**config.mk**
```make
export PLATFORM = sky130hd
export DESIGN_NAME = utf8_codepoint_decoder_unit_flat
export DESIGN_NICKNAME = d
export VERILOG_FILES = /design/src/u8dec_pkg.sv /design/src/u8dec_byte_if.sv /design/src/u8dec_cp_if.sv /design/src/utf8_codepoint_decoder_unit.sv /design/src/flat_wrapper.sv
export VERILOG_INCLUDE_DIRS = /design/src /design/src/src
export SDC_FILE = /design/constraint.sdc
export NUM_CORES = 1
export LEC_CHECK = 0
export BUFFER_PORTS_ARGS = -buffer_cell sky130_fd_sc_hd__buf_2
export CAP_MARGIN = 40
export CORE_MARGIN = 2
export CORE_UTILIZATION = 35
export CTS_CLUSTER_SIZE = 25
export DETAILED_ROUTE_END_ITERATION = 8
export MAX_ROUTING_LAYER = met4
export PLACE_DENSITY = 0.64
export SETUP_SLACK_MARGIN = 0.4
export SLEW_MARGIN = 20
export SYNTH_ARGS = -nofsm -noshare
export SYNTH_HDL_FRONTEND = slang
export SYNTH_SLANG_ARGS = --single-unit
```
**constraint.sdc**
```tcl
create_clock -name clk -period 7 [get_ports clk]
set_clock_uncertainty 0.15 [all_clocks]
set_input_delay 0.35 -clock clk [delete_from_list [all_inputs] [get_ports clk]]
set_output_delay 0.35 -clock clk [all_outputs]
set_load 0.03 [all_outputs]
```
**src/assert_macros.svh**
```systemverilog
// ----------------------------------------------------------------------------
// assert_macros
// Assertion helpers included by the decoder unit. Each macro expects signals named
// clk and rst_n to be visible where it is used.
// ----------------------------------------------------------------------------
`ifndef ASSERT_MACROS_SVH
`define ASSERT_MACROS_SVH

// Property checked at every rising clock edge, switched off while in reset.
`define ASSERT_CLK(label, prop, msg) \
  label: assert property (@(posedge clk) disable iff (!rst_n) (prop)) else $error(msg);

// Implication checked at every rising clock edge, switched off while in reset.
`define ASSERT_IMP(label, ante, cons, msg) \
  label: assert property (@(posedge clk) disable iff (!rst_n) (ante) |-> (cons)) \
    else $error(msg);

`endif

```
**src/u8dec_pkg.sv**
```systemverilog
// ----------------------------------------------------------------------------
// u8dec_pkg
// Types and constants for the UTF-8 code point decoder.
// ----------------------------------------------------------------------------
`default_nettype none

package u8dec_pkg;

  localparam int unsigned CpW = 21;

  typedef logic [7:0]     byte_t;
  typedef logic [CpW-1:0] cp_t;
  typedef logic [1:0]     pend_t;

  // Largest Unicode scalar value.
  localparam cp_t CP_MAX = 21'h10FFFF;

  // Lead byte ranges.
  localparam byte_t LEAD2_LO = 8'hC2;
  localparam byte_t LEAD2_HI = 8'hDF;
  localparam byte_t LEAD3_LO = 8'hE0;
  localparam byte_t LEAD3_HI = 8'hEF;
  localparam byte_t LEAD4_LO = 8'hF0;
  localparam byte_t LEAD4_HI = 8'hF4;

  // Continuation bytes still expected after each lead byte kind.
  localparam pend_t PEND_NONE = 2'd0;
  localparam pend_t PEND_ONE  = 2'd1;
  localparam pend_t PEND_TWO  = 2'd2;
  localparam pend_t PEND_THR  = 2'd3;

endpackage

`default_nettype wire

```
**src/u8dec_byte_if.sv**
```systemverilog
// ----------------------------------------------------------------------------
// u8dec_byte_if
// Valid/ready channel that carries one raw source byte per transfer.
// ----------------------------------------------------------------------------
`default_nettype none

interface u8dec_byte_if;
  import u8dec_pkg::*;

  logic  valid;
  logic  ready;
  byte_t in_byte;

  modport source (output valid, output in_byte, input ready);
  modport sink   (input valid, input in_byte, output ready);
endinterface

`default_nettype wire

```
**src/u8dec_cp_if.sv**
```systemverilog
// ----------------------------------------------------------------------------
// u8dec_cp_if
// Valid/ready channel that carries one decoded code point per transfer.
// ----------------------------------------------------------------------------
`default_nettype none

interface u8dec_cp_if;
  import u8dec_pkg::*;

  logic valid;
  logic ready;
  cp_t  code_point;
  logic end_flag;

  modport source (output valid, output code_point, output end_flag, input ready);
  modport sink   (input valid, input code_point, input end_flag, output ready);
endinterface

`default_nettype wire

```
**src/utf8_codepoint_decoder_unit.sv**
```systemverilog
// ----------------------------------------------------------------------------
// utf8_codepoint_decoder_unit
// Decodes UTF-8 into Unicode code points, one byte per cycle unless stalled.
// ----------------------------------------------------------------------------
// The decoder takes one byte per transfer on in_if and gives at most one code
// point per byte on out_if, so it sustains one byte every clock cycle while
// the result side keeps taking transfers. A byte passes through two registers:
// the byte register, and the result register that holds the decoded value.
// The decode decision itself is a small piece of logic on the byte register,
// the 2-bit count of continuation bytes still expected and the 21-bit partial
// value. Lead bytes C2-DF, E0-EF and F0-F4 open sequences of 2, 3 and 4
// bytes; ASCII bytes come out unchanged; a zero byte gives code point 0 with
// end_flag set and clears any open sequence. Stray continuation bytes, the
// bytes C0, C1 and F5-FF, and finished values above 10FFFF give no result. A
// byte that is not a continuation byte arriving mid-sequence abandons the
// sequence and is then decoded afresh. Overlong three- and four-byte forms
// and surrogates are passed through. When the byte register holds a byte
// while the result register is full and not being emptied, that byte stays
// where it is, even if it will give no result, and in_if.ready falls in the
// same cycle; an empty byte register still takes a new byte.
// ----------------------------------------------------------------------------
`default_nettype none

module utf8_codepoint_decoder_unit (
  input  logic                clk,
  input  logic                rst_n,
  u8dec_byte_if.sink          in_if,
  u8dec_cp_if.source          out_if
);
  import u8dec_pkg::*;

  // Byte register stage.
  logic  s1_valid_r;
  byte_t s1_byte_r;

  // Decoder state.
  pend_t pend_r, pend_nxt;
  cp_t   part_r, part_nxt;

  // Result register.
  logic  out_valid_r;
  cp_t   out_cp_r;
  logic  out_end_r;

  // Decode outputs for the byte in the byte register.
  logic  emit;
  cp_t   cp_nxt;
  logic  end_nxt;
  cp_t   shifted;
  logic  cont;

  // The result register can take a new value when it is empty or its current
  // value is being transferred out this cycle.
  logic  out_free;
  logic  s1_adv;

  assign out_free = !out_valid_r || out_if.ready;
  assign s1_adv   = s1_valid_r && out_free;
  assign in_if.ready = !s1_valid_r || out_free;

  assign out_if.valid      = out_valid_r;
  assign out_if.code_point = out_cp_r;
  assign out_if.end_flag   = out_end_r;

  // Continuation bytes are 10xxxxxx.
  assign cont    = (s1_byte_r[7:6] == 2'b10);
  assign shifted = {part_r[CpW-7:0], s1_byte_r[5:0]};

  always_comb begin
    pend_nxt = pend_r;
    part_nxt = part_r;
    emit     = 1'b0;
    cp_nxt   = '0;
    end_nxt  = 1'b0;
    if ((pend_r != PEND_NONE) && cont) begin
      // Fold six more bits into the open sequence.
      pend_nxt = pend_r - PEND_ONE;
      if (pend_r == PEND_ONE) begin
        part_nxt = '0;
        cp_nxt   = shifted;
        emit     = (shifted <= CP_MAX);
      end else begin
        part_nxt = shifted;
      end
    end else begin
      // Any open sequence is abandoned and the byte is taken as a fresh one.
      pend_nxt = PEND_NONE;
      part_nxt = '0;
      if (s1_byte_r == 8'h00) begin
        emit    = 1'b1;
        end_nxt = 1'b1;
      end else if (!s1_byte_r[7]) begin
        emit   = 1'b1;
        cp_nxt = {{(CpW-8){1'b0}}, s1_byte_r};
      end else if ((s1_byte_r >= LEAD2_LO) && (s1_byte_r <= LEAD2_HI)) begin
        pend_nxt = PEND_ONE;
        part_nxt = {{(CpW-5){1'b0}}, s1_byte_r[4:0]};
      end else if ((s1_byte_r >= LEAD3_LO) && (s1_byte_r <= LEAD3_HI)) begin
        pend_nxt = PEND_TWO;
        part_nxt = {{(CpW-4){1'b0}}, s1_byte_r[3:0]};
      end else if ((s1_byte_r >= LEAD4_LO) && (s1_byte_r <= LEAD4_HI)) begin
        pend_nxt = PEND_THR;
        part_nxt = {{(CpW-3){1'b0}}, s1_byte_r[2:0]};
      end
    end
  end

  // Control registers.
  always_ff @(posedge clk) begin
    if (!rst_n) begin
      s1_valid_r  <= 1'b0;
      out_valid_r <= 1'b0;
      pend_r      <= PEND_NONE;
      part_r      <= '0;
    end else begin
      if (in_if.ready) begin
        s1_valid_r <= in_if.valid;
      end
      if (out_free) begin
        out_valid_r <= s1_valid_r && emit;
      end
      if (s1_adv) begin
        pend_r <= pend_nxt;
        part_r <= part_nxt;
      end
    end
  end

  // Payload registers.
  always_ff @(posedge clk) begin
    if (in_if.ready && in_if.valid) begin
      s1_byte_r <= in_if.in_byte;
    end
    if (s1_adv && emit) begin
      out_cp_r  <= cp_nxt;
      out_end_r <= end_nxt;
    end
  end

`include "assert_macros.svh"

  // With no sequence open the partial value has been cleared.
  `ASSERT_IMP(a_idle_part_zero, pend_r == PEND_NONE, part_r == '0, "partial value left over")
  // After a four-byte lead only its three value bits are held.
  `ASSERT_IMP(a_lead4_narrow, pend_r == PEND_THR, part_r[CpW-1:3] == '0, "lead value too wide")
  // A held result is never above the Unicode range.
  `ASSERT_IMP(a_out_in_range, out_valid_r, out_cp_r <= CP_MAX, "code point out of range")
  // The end-of-source result always carries code point zero.
  `ASSERT_IMP(a_end_zero, out_valid_r && out_end_r, out_cp_r == '0, "end result not zero")

endmodule

`default_nettype wire
```
**src/flat_wrapper.sv**
```systemverilog
// flat-port wrapper written by rule: the top's interface ports become plain ports
module utf8_codepoint_decoder_unit_flat import u8dec_pkg::*;
  (clk, rst_n, in_if_valid, in_if_in_byte, in_if_ready, out_if_valid, out_if_code_point, out_if_end_flag, out_if_ready);
  u8dec_byte_if in_if_i ();
  u8dec_cp_if out_if_i ();
  input  logic clk;
  input  logic rst_n;
  input wire logic [$bits(in_if_i.valid)-1:0] in_if_valid;
  input wire logic [$bits(in_if_i.in_byte)-1:0] in_if_in_byte;
  output wire logic [$bits(in_if_i.ready)-1:0] in_if_ready;
  output wire logic [$bits(out_if_i.valid)-1:0] out_if_valid;
  output wire logic [$bits(out_if_i.code_point)-1:0] out_if_code_point;
  output wire logic [$bits(out_if_i.end_flag)-1:0] out_if_end_flag;
  input wire logic [$bits(out_if_i.ready)-1:0] out_if_ready;
  assign in_if_i.valid = in_if_valid;
  assign in_if_i.in_byte = in_if_in_byte;
  assign in_if_ready = in_if_i.ready;
  assign out_if_valid = out_if_i.valid;
  assign out_if_code_point = out_if_i.code_point;
  assign out_if_end_flag = out_if_i.end_flag;
  assign out_if_i.ready = out_if_ready;
  utf8_codepoint_decoder_unit u_core (.clk(clk), .rst_n(rst_n), .in_if(in_if_i), .out_if(out_if_i));
endmodule
```
======== Word-level counts from Yosys, hierarchy flattened ========
Cells that the tools add are included.
operators by class
  reduce and logical (&&, ||, !) cells .... 14
  add/subtract/negate cells ............... 1
  equal/unequal tests ..................... 2
  multiplexer cells ....................... 22
  $lt $le $gt $ge ......................... 7
operator list
  cell                                                                   number
  15-bit two-way mux                                                     6
  21-bit two-way mux                                                     3
  8-bit greater-or-equal comparator, second input constant               3
  8-bit less-or-equal comparator, second input constant                  3
  21-bit less-or-equal comparator, second input constant                 1
  2-bit two-way mux                                                      6
  1-bit logical AND                                                      8
  8-bit logical NOT                                                      1
  7-bit two-way mux                                                      1
  1-bit two-way mux                                                      5
  3-bit two-way mux                                                      1
  2-bit by 1-bit equality test with 1-bit output, second input constant  1
  2-bit equality test, second input constant                             1
  1-bit logical NOT                                                      2
  1-bit logical OR                                                       2
  2-bit nonzero test                                                     1
  2-bit by 1-bit subtractor with 2-bit output, second input constant     1
word-level totals
  logic and storage cells ................. 53
  bits in registers ....................... 49
  input port bits ......................... 12
  output and inout port bits .............. 24

======== Longest topological paths before layout ========
  word-level depth ........................ 8
  depth in mapped cells ................... 7

======== Least setup slack after synthesis ========
No wires, ideal clock.
  kind .................................... reg-to-reg
  start ................................... reg u_core.pend_r[0]
  end ..................................... reg u_core.out_cp_r[0] (netlist: u_core.out_if.code_point[0]) (enable)
  slack ................................... 4101 ps
  data arrival time ....................... 2348 ps
  setup time .............................. 401 ps
  cell stages (with the launch flop) ...... 6
  cells stage by stage .................... dfxtp_1 -> inv_1 -> ha_1 -> nor4bb_1 -> a21boi_0 -> nor2_1
between the ends
  word-level cells in the longest chain between the ends .. 4
  elaborated cells on any way between the ends .. 6
RTL lines
  item                                                                                         line                                                                  text
  start, declared                                                                              utf8_codepoint_decoder_unit.sv:37                                     pend_t pend_r, pend_nxt;
  start signal, assigned                                                                       utf8_codepoint_decoder_unit.sv:123                                    pend_r <= pend_nxt;
  2-bit by 1-bit equality test with 1-bit output / 2-bit nonzero test (equally long branches)  utf8_codepoint_decoder_unit.sv:78, utf8_codepoint_decoder_unit.sv:75
  1-bit two-way mux / 1-bit logical AND (equally long branches)                                utf8_codepoint_decoder_unit.sv:78, utf8_codepoint_decoder_unit.sv:75
  1-bit two-way mux (*)                                                                        utf8_codepoint_decoder_unit.sv:75                                     if ((pend_r != PEND_NONE) && cont) begin
  1-bit logical AND (*)                                                                        utf8_codepoint_decoder_unit.sv:134                                    if (s1_adv && emit) begin
  end signal, assigned                                                                         utf8_codepoint_decoder_unit.sv:135                                    out_cp_r <= cp_nxt;
  end, declared                                                                                utf8_codepoint_decoder_unit.sv:42                                     cp_t out_cp_r;
Every way passes the cells marked *; elsewhere a longest branch is shown, timed or not.
A chain may end at the register's enable or synchronous reset.

======== Final worst setup path ========
  start ................................... reg u_core.pend_r[0]
  end ..................................... reg u_core.out_cp_r[7] (netlist: u_core.out_if.code_point[7]) (enable)
Same word-level chain as after synthesis.

==> results.toml <==
[final_layout]
stdcell_area_um2 = 2290
nFillCells = 533
drive_gt1_frac = 0.275
diodes = 0
nets = 202
area_growth_syn_to_layout_pct = 16.1

[global_routing]
grt_overflow = 0
grt_pass1_vias = 1181
met1_usage = 0.151
gr-usage-met3 = 0.0341
grt-busiest-layer = "met2"
grt_pass1_wl_um = 5590
grt_antenna_before_repair = 0
grtUsageMet2 = 0.180
grt_util_all_layers = 0.121
grt_max_degree = 24

[floorplan]
core-area_um2 = 5470
die_y_um = 79.1
die_x_um = 79.1
die-area_um2 = 6250
io_pins = 36
num_rows = 27
start_util = 0.360

[clock_network]
clock_latency_ns = 0.30
clock-root-buffer = "clkbuf_8"
clock_sinks = 49
cts_buffers = 5
clockBufferDepth = 2
cts_tree = "built"
post_cts_buffers = 0
ctsResizeCount = 0
htree_levels = 2
clk_pin_slew_worst_paths_ns = 0.09
holdBufCountCts = 0

[setup_path]
slowest_delay_ns = 0.38
cp-start-kind = "flop"
cp.required_ns = 6.83
crit_top_cell = "buf_4"
critPathArrivalTime_ns = 2.04
path_cells = "inv_1 -> ha_1 -> nor4bb_1 -> buf_4 -> a21boi_0 -> nor2_1 -> buf_4"
crit_type = "flop to flop"
critical_path.slowest_cell = "dfxtp_1"
end_kind = "flop"
path_max_fanout = 22

[placement]
io_buffers = 35
postPlaceCellArea_um2 = 2200
gp_congestion = 0.721
hpwl_um = 2360

[detailed_routing]
wirelength_um = 3420
drc = 0
vias_per_cell = 4.84
first_pass_iters = 4
wl_per_cell_um = 13.1
vias = 1262
drtIter0Drc = 51
final_antenna_net_count = 0

[logic_synthesis]
seq_area_frac_synth = 0.650
synthCells = 152
syn_nets = 166
synth_warnings = 0
syn_avg_cell_area_um2 = 13.0
ys_types = 34
synthesis.area_um2 = 1970
ys_ff_latch = 49

[run_status]
status = "completed"

[power]
p_per_area_nw_per_um2 = 225
p_leak_nw = 0.822
ir_drop_v = 0.0000763

[timing]
hold_violations = 0
worst_slew_pin_slew_ns = 0.621
rsz0062_at_grt = "no"
fmax_mhz = 454
setup_violations = 0
finalCritPeriodShare = 0.315
slew_violations = 0
relSlewSlack = 0.580
fin_crit_ns = 2.20
tns_ns = 0

[flow_run]
cap_violations = 0

[worst_hold_path]
hp-class = "input pin to flop"
[where the power goes]
| part | internal, mW | total (mW) | switching (mW) |
|---|---|---|---|
| Clock | 0.0690 | 0.161 | 0.0919 |
| Sequential | 0.314 | 0.320 | 0.00603 |
| Combinational | 0.0131 | 0.0353 | 0.0222 |
| Total | 0.396 | 0.516 | 0.120 |
[final timing paths]
check,slack [ns],depth (start not counted),startpoint,to
hold reg to reg,0.33,2,u_core.part_r[3]$_SDFFE_PN0P_,u_core.part_r[3]$_SDFFE_PN0P_
hold / removal,0.07,1,in_if_in_byte[6],u_core.s1_byte_r[6]$_DFFE_PP_
setup reg to reg,4.80,7,u_core.pend_r[0]$_SDFFE_PN0P_,u_core.out_if.code_point[7]$_SDFFCE_PN0P_
setup / recovery,4.80,7,u_core.pend_r[0]$_SDFFE_PN0P_,u_core.out_if.code_point[7]$_SDFFCE_PN0P_
[final cells by class]
class,count,area [µm²],area share
Inverter,3,11.3,0.00492
Timing Repair Buffer,37,190,0.0831
Sequential cell,49,1280,0.560
Tap cell,72,90.1,0.0393
Multi-Input combinational cell,92,631,0.275
Clock buffer,5,68.8,0.0301
Clock inverter,3,17.5,0.00765
[placed cells by master, fill, tap and decap left out, types with 2 or more instances in the layout]
cell and instances:
and2_1 20, or4_4 2, nor4b_1 3, ha_1 2
inv_1 3, o21ai_0 5, a32o_1 3, nand2b_1 2
nor2b_1 13, nand2_1 8, a21boi_0 3, edfxtp_1 30
clkbuf_8 5, buf_4 2, clkinv_2 2, buf_2 35
a21oi_1 4, and3_2 3, nor2_1 2, a22oi_1 10
dfxtp_1 19
[synthesized netlist by cell type]
library cell	instances	share of area
edfxtp_1	30	0.46
and2_1	20	0.063
dfxtp_1	19	0.19
nor2b_1	13	0.041
a22oi_1	10	0.038
nand2_1	8	0.015
o21ai_0	5	0.013
a21oi_1	4	0.010
a21boi_0	3	0.011
a32o_1	3	0.015
and3_2	3	0.011
clkbuf_1	3	0.0057
inv_1	3	0.0057
nor4b_1	3	0.013
clkbuf_2	2	0.0051
ha_1	2	0.013
nand2b_1	2	0.0063
nor2_1	2	0.0038
or4_4	2	0.011
and2_2	1	0.0038
and3b_1	1	0.0044
buf_2	1	0.0025
clkbuf_8	1	0.0070
dlygate4sd1_1	1	0.0044
nand3b_1	1	0.0038
nor3_1	1	0.0025
nor3b_1	1	0.0038
nor3b_4	1	0.0095
nor4bb_1	1	0.0051
o211ai_1	1	0.0038
o311ai_0	1	0.0044
o31ai_1	1	0.0038
o41ai_1	1	0.0044
or4_1	1	0.0038
[worst max-delay path: cells and delay by family, from the launching register on]
kind                       cells  cell delay, ns
adders and majority gates      1            0.24
DFF                            1            0.38
AOI/OAI and AO/OA              1            0.13
buffers and inverters          3            0.61
and+or+nand+nor                2            0.37
[state kept, by name (all words and copies together) (netlist names)]
signal and count:
u_core.out_if.code_point 21, u_core.part_r 15, u_core.s1_byte_r 8, u_core.pend_r 2, u_core.out_if.end_flag 1, u_core.out_if.valid 1
u_core.s1_valid_r 1
[cells by family after synthesis]
kind of cell             after synthesis  share of synthesized area
AO/OA/AOI/OAI                         29                      0.104
adder cells (fa/ha/maj)                2                     0.0127
buffers and inverters                 11                     0.0305
flip-flops                            49                      0.650
AND/OR/NAND/NOR                       61                      0.203
[layer usage]
| layer | routed length [µm] | vias to the layer above | share of wire |
|---|---|---|---|
| met5 | 0 | - | 0 |
| met2 | 1630 | 28 | 0.48 |
| met3 | 131 | 9 | 0.038 |
| met4 | 91 | 0 | 0.027 |
| li1 | - | 627 | - |
| met1 | 1570 | 598 | 0.46 |
[per-stage QoR]
stage                     hold WS, ns  instances   util  total power [mW]  setup slack [ns]
final                          0.0693        261  0.418             0.516              4.80
after global routing           0.0523        261  0.418             0.538              4.63
after CTS                      0.0602        261  0.418             0.522              4.77
after detailed placement        0.328        253  0.403             0.362              4.79
after global placement          0.321        253  0.403             0.362              4.82
after floorplan                 0.299        152      -             0.352              4.10
Power figures use the tool's default switching activity.
